===== config.mk =====
export PLATFORM = sky130hd
export DESIGN_NAME = elevator_car_motion_and_door
export DESIGN_NICKNAME = d
export VERILOG_FILES = /design/src/ecmd_pkg.sv /design/src/elevator_car_motion_and_door.sv /design/src/ecmd_mul.sv /design/src/ecmd_div.sv
export SDC_FILE = /design/constraint.sdc
export NUM_CORES = 2
export LEC_CHECK = 0
export BUFFER_PORTS_ARGS = -buffer_cell sky130_fd_sc_hd__buf_4
export CELL_PAD_IN_SITES_DETAIL_PLACEMENT = 0
export CELL_PAD_IN_SITES_GLOBAL_PLACEMENT = 1
export CORE_AREA = 2 2 481 483
export CTS_CLUSTER_DIAMETER = 60
export DETAILED_ROUTE_END_ITERATION = 6
export DIE_AREA = 0 0 483 485
export PLACE_DENSITY_LB_ADDON = 0.1
export SLEW_MARGIN = 20
export SYNTH_ARGS = -nofsm -noshare
export SYNTH_HDL_FRONTEND = slang
export SYNTH_HIERARCHICAL = 1
export SYNTH_SLANG_ARGS = --single-unit

===== constraint.sdc =====
create_clock -name clk_i -period 21.4 [get_ports clk_i]
set_input_delay 1.07 -clock clk_i [delete_from_list [all_inputs] [get_ports clk_i]]
set_output_delay 1.07 -clock clk_i [all_outputs]
set_load 0.005 [all_outputs]

===== src/ecmd_pkg.sv =====
// ----------------------------------------------------------------------------
// ecmd_pkg: shared codes and helpers for the elevator car controller
// Motion, door, function and error codes, and divider constants.
// ----------------------------------------------------------------------------
`default_nettype none

package ecmd_pkg;

  // Motion state codes, as shown on motion_state
  localparam logic [1:0] MODE_STOPPED = 2'd0;
  localparam logic [1:0] MODE_ACCEL   = 2'd1;
  localparam logic [1:0] MODE_DECEL   = 2'd2;
  localparam logic [1:0] MODE_MAXV    = 2'd3;

  // Door phase codes
  localparam logic [1:0] DOOR_CLOSED  = 2'd0;
  localparam logic [1:0] DOOR_OPENING = 2'd1;
  localparam logic [1:0] DOOR_OPEN    = 2'd2;
  localparam logic [1:0] DOOR_CLOSING = 2'd3;

  // Item function codes
  localparam logic [1:0] FUNC_TICK  = 2'd0;
  localparam logic [1:0] FUNC_ENTER = 2'd1;
  localparam logic [1:0] FUNC_EXIT  = 2'd2;
  localparam logic [1:0] FUNC_SPARE = 2'd3;

  // Error codes
  localparam logic [1:0] ERR_NONE  = 2'd0;
  localparam logic [1:0] ERR_FULL  = 2'd1;
  localparam logic [1:0] ERR_EMPTY = 2'd2;

  // Configuration register indexes
  localparam logic [2:0] REG_MAX_VEL   = 3'd0;
  localparam logic [2:0] REG_ACCEL     = 3'd1;
  localparam logic [2:0] REG_DECEL     = 3'd2;
  localparam logic [2:0] REG_MIN_ALT   = 3'd3;
  localparam logic [2:0] REG_MAX_ALT   = 3'd4;
  localparam logic [2:0] REG_DOOR_MOVE = 3'd5;
  localparam logic [2:0] REG_DOOR_HOLD = 3'd6;
  localparam logic [2:0] REG_PASS_LIM  = 3'd7;

  // Divider: 44-bit dividend, 4 quotient bits per step
  localparam int unsigned DIV_W      = 44;
  localparam int unsigned DIV_DIGIT  = 4;
  localparam int unsigned DIV_STEPS  = DIV_W / DIV_DIGIT;
  localparam logic [19:0] US_PER_S   = 20'd1000000;
  localparam logic [19:0] US_PER_MS  = 20'd1000;

  localparam logic [16:0] TIMER_MAX = 17'd131071;
  localparam logic [23:0] LOAD_MAX  = 24'hFFFFFF;
  localparam logic [5:0]  RIDERS_MAX = 6'd63;
  localparam logic [31:0] NEAR_UM   = 32'd10000;

  // Car within 1 cm of the target
  function automatic logic near_target(input logic [30:0] tgt, input logic [30:0] hgt);
    logic [31:0] d;
    d = {1'b0, tgt} - {1'b0, hgt};
    if (d[31]) begin
      d = -d;
    end
    return d <= NEAR_UM;
  endfunction

endpackage

`default_nettype wire


===== src/elevator_car_motion_and_door.sv =====
// ----------------------------------------------------------------------------
// elevator_car_motion_and_door: elevator car motion, door and load controller
// Timing: enter, exit and unused items give their result in the cycle after the
//   transfer; a tick steps the door timer and, with the door closed, the motion
//   profile and the car position (one shared multiplier, one 4-bit-per-cycle
//   divider run up to three times).
// Throughput: one item at a time; the next transfer waits for the result.
// Reset: state and configuration registers take their reset values at once.
// ----------------------------------------------------------------------------
`default_nettype none

module elevator_car_motion_and_door (
  input  wire logic        clk_i,
  input  wire logic        rst_ni,
  // configuration writes
  input  wire logic        cfg_we_i,
  input  wire logic [2:0]  cfg_idx_i,
  input  wire logic [30:0] cfg_wdata_i,
  // item input
  input  wire logic        in_valid_i,
  output logic             in_ready_o,
  input  wire logic [1:0]  func_i,
  input  wire logic [19:0] delta_us_i,
  input  wire logic [30:0] target_altitude_i,
  input  wire logic [18:0] person_weight_i,
  // result output
  output logic             out_valid_o,
  input  wire logic        out_ready_i,
  output logic      [1:0]  motion_state_o,
  output logic      [1:0]  door_phase_o,
  output logic             moving_up_o,
  output logic      [30:0] altitude_now_o,
  output logic      [23:0] speed_now_o,
  output logic      [5:0]  passenger_count_o,
  output logic      [23:0] load_grams_o,
  output logic      [1:0]  error_code_o
);

  // Sequencer states
  typedef enum logic [15:0] {
    ST_IDLE   = 16'h0001,
    ST_DOOR   = 16'h0002,  // start door timer division
    ST_DWAIT  = 16'h0004,  // advance door phase
    ST_CHK    = 16'h0008,  // arrival check, start v*v
    ST_SQ     = 16'h0010,
    ST_PLO    = 16'h0020,
    ST_PHI    = 16'h0040,  // braking distance compare
    ST_MODE   = 16'h0080,  // mode step, start rate*dt
    ST_RMUL   = 16'h0100,
    ST_RDIV   = 16'h0200,  // apply speed change
    ST_DMUL   = 16'h0400,  // start v*dt
    ST_DSTART = 16'h0800,
    ST_DDIV   = 16'h1000,  // move the car
    ST_CLMAX  = 16'h2000,
    ST_CLMIN  = 16'h4000,
    ST_OUT    = 16'h8000
  } state_e;

  state_e state_q, state_d;

  // Configuration registers
  logic [23:0] max_vel_q, accel_q, decel_q;
  logic [30:0] min_alt_q, max_alt_q;
  logic [15:0] door_move_q, door_hold_q;
  logic [5:0]  pass_lim_q;

  // Car state
  logic [1:0]  mode_q, mode_d;
  logic [1:0]  door_q, door_d;
  logic        up_q, up_d;
  logic [30:0] height_q, height_d;
  logic [23:0] speed_q, speed_d;
  logic [16:0] timer_q, timer_d;
  logic [5:0]  riders_q, riders_d;
  logic [23:0] load_q, load_d;
  logic [1:0]  err_q, err_d;

  // Item and scratch registers
  logic [19:0] dus_q, dus_d;
  logic [30:0] tgt_q, tgt_d;
  logic [47:0] sq_q, sq_d;
  logic [39:0] plo_q, plo_d;
  logic signed [32:0] hs_q, hs_d;

  // Shared units
  logic [23:0] mul_a, mul_b;
  logic [47:0] mul_p;
  logic        div_start, div_ms, div_done;
  logic [43:0] div_dividend, div_quot;

  ecmd_mul u_mul (
    .clk_i (clk_i),
    .a_i   (mul_a),
    .b_i   (mul_b),
    .p_o   (mul_p)
  );

  ecmd_div u_div (
    .clk_i      (clk_i),
    .rst_ni     (rst_ni),
    .start_i    (div_start),
    .ms_i       (div_ms),
    .dividend_i (div_dividend),
    .done_o     (div_done),
    .quot_o     (div_quot)
  );

  logic [23:0] dec_eff;
  logic [30:0] gap;
  logic [31:0] dist_raw;

  assign dec_eff  = (decel_q == 24'd0) ? 24'd1 : decel_q;
  assign dist_raw = {1'b0, tgt_q} - {1'b0, height_q};
  assign gap      = dist_raw[31] ? 31'(-dist_raw) : dist_raw[30:0];

  // Configuration port
  always_ff @(posedge clk_i or negedge rst_ni) begin
    if (!rst_ni) begin
      max_vel_q   <= 24'd1000000;
      accel_q     <= 24'd500000;
      decel_q     <= 24'd500000;
      min_alt_q   <= 31'd0;
      max_alt_q   <= 31'd30000000;
      door_move_q <= 16'd2000;
      door_hold_q <= 16'd3000;
      pass_lim_q  <= 6'd8;
    end else if (cfg_we_i) begin
      unique case (cfg_idx_i)
        ecmd_pkg::REG_MAX_VEL:   max_vel_q   <= cfg_wdata_i[23:0];
        ecmd_pkg::REG_ACCEL:     accel_q     <= cfg_wdata_i[23:0];
        ecmd_pkg::REG_DECEL:     decel_q     <= cfg_wdata_i[23:0];
        ecmd_pkg::REG_MIN_ALT:   min_alt_q   <= cfg_wdata_i;
        ecmd_pkg::REG_MAX_ALT:   max_alt_q   <= cfg_wdata_i;
        ecmd_pkg::REG_DOOR_MOVE: door_move_q <= cfg_wdata_i[15:0];
        ecmd_pkg::REG_DOOR_HOLD: door_hold_q <= cfg_wdata_i[15:0];
        ecmd_pkg::REG_PASS_LIM:  pass_lim_q  <= cfg_wdata_i[5:0];
        default: ;
      endcase
    end
  end

  // Multiplier operand select: the product shows up in the following state
  always_comb begin
    mul_a = '0;
    mul_b = '0;
    unique case (state_q)
      ST_CHK: begin
        mul_a = speed_q;
        mul_b = speed_q;
      end
      ST_SQ: begin
        mul_a = dec_eff;
        mul_b = {8'd0, gap[15:0]};
      end
      ST_PLO: begin
        mul_a = dec_eff;
        mul_b = {9'd0, gap[30:16]};
      end
      ST_MODE: begin
        mul_a = (mode_q == ecmd_pkg::MODE_ACCEL) ? accel_q : dec_eff;
        mul_b = {4'd0, dus_q};
      end
      ST_DMUL: begin
        mul_a = speed_q;
        mul_b = {4'd0, dus_q};
      end
      default: ;
    endcase
  end

  // Sequencer
  always_comb begin
    logic [17:0] tsum;
    logic [16:0] tnew;
    logic [55:0] brake;
    logic [25:0] vsum;
    logic [24:0] q25;
    logic [24:0] load_sum;
    state_d   = state_q;
    mode_d    = mode_q;
    door_d    = door_q;
    up_d      = up_q;
    height_d  = height_q;
    speed_d   = speed_q;
    timer_d   = timer_q;
    riders_d  = riders_q;
    load_d    = load_q;
    err_d     = err_q;
    dus_d     = dus_q;
    tgt_d     = tgt_q;
    sq_d      = sq_q;
    plo_d     = plo_q;
    hs_d      = hs_q;
    div_start    = 1'b0;
    div_ms       = 1'b0;
    div_dividend = mul_p[43:0];
    q25      = div_quot[24:0];
    tsum     = {1'b0, timer_q} + {7'd0, div_quot[10:0]};
    tnew     = (tsum > {1'b0, ecmd_pkg::TIMER_MAX}) ? ecmd_pkg::TIMER_MAX : tsum[16:0];
    brake    = {16'd0, plo_q} + {1'b0, mul_p[38:0], 16'd0};
    vsum     = {2'd0, speed_q} + {1'b0, q25};
    load_sum = {1'b0, load_q} + {6'd0, person_weight_i};

    unique case (state_q)
      ST_IDLE: begin
        if (in_valid_i) begin
          dus_d = delta_us_i;
          tgt_d = target_altitude_i;
          err_d = ecmd_pkg::ERR_NONE;
          state_d = ST_OUT;
          unique case (func_i)
            ecmd_pkg::FUNC_TICK: state_d = ST_DOOR;
            ecmd_pkg::FUNC_ENTER: begin
              if (riders_q >= pass_lim_q || riders_q >= ecmd_pkg::RIDERS_MAX) begin
                err_d = ecmd_pkg::ERR_FULL;
              end else begin
                load_d   = load_sum[24] ? ecmd_pkg::LOAD_MAX : load_sum[23:0];
                riders_d = riders_q + 6'd1;
              end
            end
            ecmd_pkg::FUNC_EXIT: begin
              if (riders_q == 6'd0) begin
                err_d = ecmd_pkg::ERR_EMPTY;
              end else begin
                load_d   = (load_q > {5'd0, person_weight_i}) ?
                           load_q - {5'd0, person_weight_i} : 24'd0;
                riders_d = riders_q - 6'd1;
              end
            end
            default: ;
          endcase
        end
      end

      ST_DOOR: begin
        if (speed_q == 24'd0 && door_q != ecmd_pkg::DOOR_CLOSED) begin
          div_start    = 1'b1;
          div_ms       = 1'b1;
          div_dividend = {24'd0, dus_q};
          state_d      = ST_DWAIT;
        end else begin
          state_d = ST_CHK;
        end
      end

      ST_DWAIT: begin
        if (div_done) begin
          timer_d = tnew;
          state_d = ST_OUT;
          unique case (door_q)
            ecmd_pkg::DOOR_OPEN: begin
              if (tnew >= {1'b0, door_hold_q}) begin
                door_d  = ecmd_pkg::DOOR_CLOSING;
                timer_d = '0;
              end
            end
            ecmd_pkg::DOOR_OPENING: begin
              if (tnew >= {1'b0, door_move_q}) begin
                door_d  = ecmd_pkg::DOOR_OPEN;
                timer_d = '0;
              end
            end
            ecmd_pkg::DOOR_CLOSING: begin
              if (tnew >= {1'b0, door_move_q}) begin
                door_d  = ecmd_pkg::DOOR_CLOSED;
                timer_d = '0;
                state_d = ST_CHK;
              end
            end
            default: state_d = ST_CHK;
          endcase
        end
      end

      ST_CHK: begin
        if (speed_q == 24'd0 && ecmd_pkg::near_target(tgt_q, height_q)) begin
          state_d = ST_OUT;
        end else if (mode_q == ecmd_pkg::MODE_ACCEL || mode_q == ecmd_pkg::MODE_MAXV) begin
          state_d = ST_SQ;
        end else begin
          state_d = ST_MODE;
        end
      end

      ST_SQ: begin
        sq_d    = mul_p;
        state_d = ST_PLO;
      end

      ST_PLO: begin
        plo_d   = mul_p[39:0];
        state_d = ST_PHI;
      end

      ST_PHI: begin
        // brake once 2*dist*dec falls to v*v or below
        if ({brake, 1'b0} <= {9'd0, sq_q}) begin
          mode_d = ecmd_pkg::MODE_DECEL;
        end
        state_d = ST_MODE;
      end

      ST_MODE: begin
        state_d = ST_DMUL;
        unique case (mode_q)
          ecmd_pkg::MODE_STOPPED: begin
            up_d   = (tgt_q > height_q);
            mode_d = ecmd_pkg::MODE_ACCEL;
          end
          ecmd_pkg::MODE_ACCEL: begin
            if (speed_q < max_vel_q) begin
              state_d = ST_RMUL;
            end
          end
          ecmd_pkg::MODE_DECEL: begin
            if (speed_q != 24'd0) begin
              state_d = ST_RMUL;
            end
          end
          default: ;
        endcase
      end

      ST_RMUL: begin
        div_start = 1'b1;
        state_d   = ST_RDIV;
      end

      ST_RDIV: begin
        if (div_done) begin
          state_d = ST_DMUL;
          if (mode_q == ecmd_pkg::MODE_ACCEL) begin
            if (vsum > {2'd0, max_vel_q}) begin
              speed_d = max_vel_q;
              mode_d  = ecmd_pkg::MODE_MAXV;
            end else begin
              speed_d = vsum[23:0];
            end
          end else begin
            if (q25 >= {1'b0, speed_q}) begin
              mode_d  = ecmd_pkg::MODE_STOPPED;
              speed_d = '0;
              if (ecmd_pkg::near_target(tgt_q, height_q)) begin
                door_d  = ecmd_pkg::DOOR_OPENING;
                timer_d = '0;
              end
            end else begin
              speed_d = speed_q - q25[23:0];
            end
          end
        end
      end

      ST_DMUL: state_d = ST_DSTART;

      ST_DSTART: begin
        div_start = 1'b1;
        state_d   = ST_DDIV;
      end

      ST_DDIV: begin
        if (div_done) begin
          hs_d = up_q ? $signed({2'b00, height_q}) + $signed({8'd0, q25})
                      : $signed({2'b00, height_q}) - $signed({8'd0, q25});
          state_d = ST_CLMAX;
        end
      end

      ST_CLMAX: begin
        // clamp at the top of the shaft and stop
        if (hs_q > $signed({2'b00, max_alt_q})) begin
          hs_d    = $signed({2'b00, max_alt_q});
          mode_d  = ecmd_pkg::MODE_STOPPED;
          speed_d = '0;
          if (ecmd_pkg::near_target(tgt_q, max_alt_q)) begin
            door_d  = ecmd_pkg::DOOR_OPENING;
            timer_d = '0;
          end
        end
        state_d = ST_CLMIN;
      end

      ST_CLMIN: begin
        // clamp at the bottom; this one wins over the top
        height_d = hs_q[30:0];
        if (hs_q < $signed({2'b00, min_alt_q})) begin
          height_d = min_alt_q;
          mode_d   = ecmd_pkg::MODE_STOPPED;
          speed_d  = '0;
          if (ecmd_pkg::near_target(tgt_q, min_alt_q)) begin
            door_d  = ecmd_pkg::DOOR_OPENING;
            timer_d = '0;
          end
        end
        state_d = ST_OUT;
      end

      ST_OUT: begin
        if (out_ready_i) begin
          state_d = ST_IDLE;
        end
      end

      default: state_d = ST_IDLE;
    endcase
  end

  always_ff @(posedge clk_i or negedge rst_ni) begin
    if (!rst_ni) begin
      state_q  <= ST_IDLE;
      mode_q   <= ecmd_pkg::MODE_STOPPED;
      door_q   <= ecmd_pkg::DOOR_CLOSED;
      up_q     <= 1'b0;
      height_q <= '0;
      speed_q  <= '0;
      timer_q  <= '0;
      riders_q <= '0;
      load_q   <= '0;
      err_q    <= ecmd_pkg::ERR_NONE;
    end else begin
      state_q  <= state_d;
      mode_q   <= mode_d;
      door_q   <= door_d;
      up_q     <= up_d;
      height_q <= height_d;
      speed_q  <= speed_d;
      timer_q  <= timer_d;
      riders_q <= riders_d;
      load_q   <= load_d;
      err_q    <= err_d;
    end
  end

  // Item scratch: payload only, no reset
  always_ff @(posedge clk_i) begin
    dus_q <= dus_d;
    tgt_q <= tgt_d;
    sq_q  <= sq_d;
    plo_q <= plo_d;
    hs_q  <= hs_d;
  end

  // Ports: hold the result in the car state registers until the transfer
  assign in_ready_o        = (state_q == ST_IDLE);
  assign out_valid_o       = (state_q == ST_OUT);
  assign motion_state_o    = mode_q;
  assign door_phase_o      = door_q;
  assign moving_up_o       = up_q;
  assign altitude_now_o    = height_q;
  assign speed_now_o       = speed_q;
  assign passenger_count_o = riders_q;
  assign load_grams_o      = load_q;
  assign error_code_o      = err_q;

endmodule

`default_nettype wire


===== src/ecmd_mul.sv =====
// ----------------------------------------------------------------------------
// ecmd_mul: shared registered multiplier
// Unsigned 24 x 24 product, registered and available in the cycle after the operands.
// ----------------------------------------------------------------------------
`default_nettype none

module ecmd_mul (
  input  wire logic        clk_i,
  input  wire logic [23:0] a_i,
  input  wire logic [23:0] b_i,
  output logic      [47:0] p_o
);

  logic [47:0] p_q;

  always_ff @(posedge clk_i) begin
    p_q <= {24'd0, a_i} * {24'd0, b_i};
  end

  assign p_o = p_q;

endmodule

`default_nettype wire


===== src/ecmd_div.sv =====
// ----------------------------------------------------------------------------
// ecmd_div: iterative divider by a fixed constant
// Restoring division by 1000000 or 1000, four quotient bits per cycle.
// ----------------------------------------------------------------------------
`default_nettype none

module ecmd_div (
  input  wire logic        clk_i,
  input  wire logic        rst_ni,
  input  wire logic        start_i,
  input  wire logic        ms_i,       // divide by 1000 instead of 1000000
  input  wire logic [43:0] dividend_i,
  output logic             done_o,
  output logic      [43:0] quot_o
);

  logic [3:0]  cnt_q, cnt_d;
  logic        done_q, done_d;
  logic [19:0] rem_q, rem_d;
  logic [19:0] dsr_q, dsr_d;
  logic [43:0] sh_q, sh_d;

  always_comb begin
    logic [20:0] r;
    logic [43:0] s;
    cnt_d  = cnt_q;
    done_d = 1'b0;
    rem_d  = rem_q;
    dsr_d  = dsr_q;
    sh_d   = sh_q;
    r      = {1'b0, rem_q};
    s      = sh_q;
    if (start_i) begin
      cnt_d = 4'(ecmd_pkg::DIV_STEPS);
      rem_d = '0;
      dsr_d = ms_i ? ecmd_pkg::US_PER_MS : ecmd_pkg::US_PER_S;
      sh_d  = dividend_i;
    end else if (cnt_q != 4'd0) begin
      // shift one dividend bit in per quotient bit, subtract where it fits
      for (int i = 0; i < int'(ecmd_pkg::DIV_DIGIT); i++) begin
        r = {r[19:0], s[43]};
        s = {s[42:0], 1'b0};
        if (r >= {1'b0, dsr_q}) begin
          r    = r - {1'b0, dsr_q};
          s[0] = 1'b1;
        end
      end
      rem_d  = r[19:0];
      sh_d   = s;
      cnt_d  = cnt_q - 4'd1;
      done_d = (cnt_q == 4'd1);
    end
  end

  always_ff @(posedge clk_i or negedge rst_ni) begin
    if (!rst_ni) begin
      cnt_q  <= '0;
      done_q <= 1'b0;
    end else begin
      cnt_q  <= cnt_d;
      done_q <= done_d;
    end
  end

  always_ff @(posedge clk_i) begin
    rem_q <= rem_d;
    dsr_q <= dsr_d;
    sh_q  <= sh_d;
  end

  assign done_o = done_q;
  assign quot_o = sh_q;

endmodule

`default_nettype wire


### Word-level counts from Yosys, hierarchy flattened

Cells that the tools add are included.

* $add $sub $neg: 21
* $mul: 1
* $lt $le $gt $ge: 21
* equality and inequality tests: 54
* mux-type cells: 118
* reductions and logical operators: 42

Operators with widths (count)
* two-way mux 32 bit: 12
* two-way mux 24 bit: 12
* case mux 16 bit (16 select lines): 1
* two-way mux 20 bit: 11
* two-way mux 17 bit: 12
* two-way mux 44 bit: 4
* case mux 24 bit (3 select lines): 2
* <= comparator 32 x 14 -> 1 bit, second input constant: 4
* two-way mux 16 bit: 8
* two-way mux 33 bit: 3
* negation 32 bit: 3
* case mux 24 bit (4 select lines): 1
* subtractor 31 x 31 -> 32 bit: 3
* >= comparator 21 x 20 -> 1 bit: 4
* subtractor 20 bit: 4
* case mux 17 bit (4 select lines): 1
* case mux 33 bit (2 select lines): 1
* two-way mux 31 bit: 2
* <= comparator 57 x 48 -> 1 bit: 1
* adder 40 x 55 -> 56 bit: 1
* zero test 24 bit: 2
* multiplier 24 x 24 -> 48 bit: 1
* case mux 24 bit (2 select lines): 1
* two-way mux 2 bit: 21
* other kinds (79): 142

* register bits: 606
* output and inout port bits: 94
* word-level logic and storage cells: 286

### Depth between registers and ports, before layout

* word-level depth: 17
* gate-level depth with buffers: 50
* gate-level depth less buffers: 44

### Cells and area by module

Netlist, hierarchy kept.

Modules (own cells, without submodules)
* elevator_car_motion_and_door: instances 1, cells each 4824, area an instance 41746.3 um^2, sequential area each 12654.6 um^2
* ecmd_mul: instances 1, cells each 2250, area an instance 20219.4 um^2, sequential area each 960.9 um^2
* ecmd_div: instances 1, cells each 736, area an instance 6578.8 um^2, sequential area each 1906.8 um^2

### Worst setup path before layout

Ideal clock, no wire load.

* path kind: reg2reg
* from: register tgt_q[0]
* to: register u_mul.p_q[40] (netlist: u_mul/p_o[40])
* setup time: 0.072 ns
* arrival time: 9.795 ns
* path slack: 11.533 ns
* stages on the path, launching flop included: 39
* path through: edfxtp_1 -> inv_1 -> ha_1 -> inv_1 -> fa_1 -> a21o_1 -> a221oi_1 -> o21ai_0 -> a31oi_1 -> xnor2_1 -> or4b_2 -> or2_2 -> nor2_1 -> nand2_1 -> o21ai_0 -> xnor2_1 -> o221ai_1 -> clkbuf_1 -> [... 3 more ...] -> fa_1 -> inv_1 -> fa_1 -> inv_1 -> fa_1 -> fa_1 -> fa_1 -> inv_1 -> fa_1 -> inv_1 -> ha_1 -> and3_1 -> nand2_1 -> or3_1 -> o211ai_1 -> a21oi_2 -> o21ai_2 -> xnor2_1

* word-level cells in the longest chain between the ends: 5

Ends and longest elaborated chain
* start: declaration: RTL line elevator_car_motion_and_door.sv:80 `logic [30:0] tgt_q, tgt_d;`
* start signal: assignment: RTL line elevator_car_motion_and_door.sv:437 `tgt_q <= tgt_d;`
* subtractor 31 x 31 -> 32 bit *: RTL line elevator_car_motion_and_door.sv:113 `assign dist_raw = {1'b0, tgt_q} - {1'b0, height_q};`
* negation 32 bit
* two-way mux 31 bit *: RTL line elevator_car_motion_and_door.sv:114 `assign gap = dist_raw[31] ? 31'(-dist_raw) : dist_raw[30:0];`
* case mux 24 bit (4 select lines) *: RTL line elevator_car_motion_and_door.sv:146 `unique case (state_q)`
* named net mul_b[14]: RTL line elevator_car_motion_and_door.sv:86 `logic [23:0] mul_a, mul_b;`
* multiplier 24 x 24 -> 48 bit *: RTL line ecmd_mul.sv:17 `p_q <= {24'd0, a_i} * {24'd0, b_i};`
* end signal: assignment: RTL line ecmd_mul.sv:17
* end: declaration: RTL line ecmd_mul.sv:14 `logic [47:0] p_q;`

Mark *: on every way through the listed nets, which the timed path passes. The rest lies on a longest branch.
A chain may end at the register's enable or synchronous reset.

### Worst setup path after layout

* from: register tgt_q[0]
* to: register u_mul.p_q[47] (netlist: u_mul/p_o[47])

The elaborated chain is that of the path after synthesis.

==> reports/results.ini <==
[run_status]
status = finished, violations left
violations = design-rule violations

[placement]
pre_cts_slack_ps = 9780
port_buffers = 204
dp_hpwl_mm = 215
place.gp.congestion = 0.919

[sta]
max_slew_margin_pct = 27.5
worst_slew_pin_slew_ps = 1090
min_period_ps = 11810
whs_ps = 279
rsz0062_at_grt = false
setup-tns-final_ps = 0
fin_crit_sh_pct = 55.2
drv_slew = 0
setup_slack_ps = 9590
fmax_mhz = 84.6
setup_violations = 0
fin_skew_ps = 76.2
hold_viol = 0

[yosys]
synth_area_mm2 = 0.0685
synth-edff-count = 218
synth_area_leaders = fa_1 (14%), ha_1 (13%), edfxtp_1 (9.6%)
ys_types = 128
yosys.area.top_type = fa_1
synth_top_area_share_pct = 14.4
synth-seq-cells = 588
synth-seq-area-share_pct = 22.6
ys_warn_count = 6
synthCells = 7810
synth_ff_type = dfrtp_1
syn_nets = 9129
avgSynthCellArea_um2 = 8.78
async_flop_share_pct = 51.4
synth_common_cells = inv_1 (1,017), nand2_1 (772), ha_1 (714), fa_1 (494)
synth.most_common_cell = inv_1

[cells_and_area]
drive_gt1_share_pct = 10.6
regArea_mm2 = 0.0155
n_fill_cell = 24000
area_delta_synth_final_pct = 12.3
final_net_count = 9243
multi_input_area_mm2 = 0.0481
utilization_pct = 33.6

[clock_network]
clk_pin_slew_ps = 60
root_buffer = clkbuf_16
hold_buffers = 0
postCtsSetupBuffers = 0
clockBufferDepth = 3
clkLatencyLatePin_ps = 780
cts_max_level = 3
cts_buffers = 96
cts_tree = built
cts.sinks = 588
cts-resized-gates = 0

[global_route]
grt_use_met2_pct = 38.2
antenna_found_initial = 31
use_met1_pct = 31.1
grt_pass1_wl_mm = 402
grt_usage_pct = 22.9
grt_pass1_vias = 59000
grt_max_degree = 90
overflow = 0
grt_use_met3_pct = 2.02
grt_busiest_layer = met2

[floorplanning]
rows = 176
core-area_mm2 = 0.229
die_h_um = 485
pin_count = 205
die_w_um = 483
initial_utilization_pct = 29.9
dieArea_mm2 = 0.234

[setup_path]
worstPathRequired_ps = 22030
cp_slowest_cell = a221oi_1
critPathMaxFanout = 24
crit_buf_inv = 8
critical_path_arrival_ps = 12450
crit-reg2reg-launch = tgt_q[0]
path_delay_family = adder cells
cp-start-kind = flip-flop
cp-end-kind = flip-flop
r2r_end = u_mul/p_o[47]
max_stage_delay_ps = 900
reg2regPathDepth = 37
criticalPathCategory = reg2reg
rrSetupSlack_ps = 9590

[power_and_ir_drop]
total_power_mw = 9.06
ir_drop_v = 0.000267
power_density_mw_per_mm2 = 118
p_leak_nw = 35.0

[job]
cap_violations = 0

[drt]
drc = 2
vias = 57800
via_per_inst = 5.24
dr.pass1.iters = 7
drt-total-wl_mm = 273
wl_per_cell_um = 24.7
drt_iter0_drc = 3748
ant_nets = 0

[worst_hold_path]
hold_path.class = in2async

cells by family after synthesis:
family                     Yosys count  synth area share (%)
adders and majority gates         1208                  27.5
buffers and inverters             1320                  7.32
AOI/OAI and AO/OA                 1659                  16.1
xor gates and xnor gates           333                  4.25
and+or+nand+nor                   2446                  18.0
DFF                                588                  22.6
muxes                              256                  4.15
how the worst max path moves through the flow:
stage	endpoint	from	depth (start not counted)
2_1_floorplan	u_mul/p_o[40]	tgt_q[0]	38
3_3_place_gp	u_mul/p_o[47]	tgt_q[0]	38
3_5_place_dp	u_mul/p_o[43]	tgt_q[0]	38
4_1_cts	u_mul/p_o[42]	tgt_q[0]	36
5_1_grt	u_mul/p_o[42]	tgt_q[0]	37
6_report	u_mul/p_o[47]	tgt_q[0]	37
cell type report:
class                           instances  share of cell area [%]
Tap cell                             3026                    4.92
Timing Repair Buffer                  319                    3.12
Clock buffer                          120                    3.41
Sequential cell                       588                    20.2
Antenna cell                            5                  0.0162
Multi-Input combinational cell       5902                    62.5
Inverter                             1017                    4.96
Clock inverter                         61                   0.910
state kept, by name, summed over array words and instances, names as in the netlist, 17 cells and up:
name / flops
altitude_now_o: 31
speed_now_o: 24
max_vel_q: 24
decel_q: 24
max_alt_q: 31
u_div/rem_q: 20
sq_q: 48
u_div/quot_o: 44
min_alt_q: 31
load_grams_o: 24
accel_q: 24
plo_q: 40
tgt_q: 31
hs_q: 33
dus_q: 20
timer_q: 17
u_mul/p_o: 48
worst register-to-register path, delay by kind of cell, from the launching register on:
family | cells | cell delay, ps
xor+xnor | 3 | 540
buf+inv | 8 | 520
flops | 1 | 350
fa+ha+maj | 10 | 4560
simple gates | 6 | 2010
compound gates | 10 | 3720
placed cells by master, fill, tap and decap left out, drive strengths merged, types with 47 or more instances in the layout:
cell type,instances
nand2b,88
xnor2,218
dfrtp,256
mux2,194
clkbuf,120
buf,319
mux2i,62
inv,1041
dfxtp,68
nor3,136
nor2,414
ha,714
xor2,115
a21o,151
nor2b,86
nand2,774
fa,494
o21bai,47
nand4,101
edfxtp,218
nand3,127
a31oi,60
o21ai,435
and2,378
nor4,60
a21oi,397
o21a,83
and3,63
or3,60
a211oi,71
layer usage:
layer	up-vias	part of all wire, %
li1	27100	-
met1	29100	46
met2	1278	47
met3	314	3.8
met4	0	3.4
met5	-	0
stage by stage:
stage,area [um^2],instances
floorplan,68500,7810
global placement,73700,10900
detailed placement,73700,10900
CTS,77000,11000
global route,77000,11000
finish,77000,11000
power by group:
part	internal (mW)	total, mW	switching, mW	leakage (nW)
sequential	1.44	1.71	0.271	6.13
combinational	2.22	5.71	3.49	27.2
clock	0.957	1.63	0.675	1.61
Note: power is estimated with default switching activity, not from simulation.
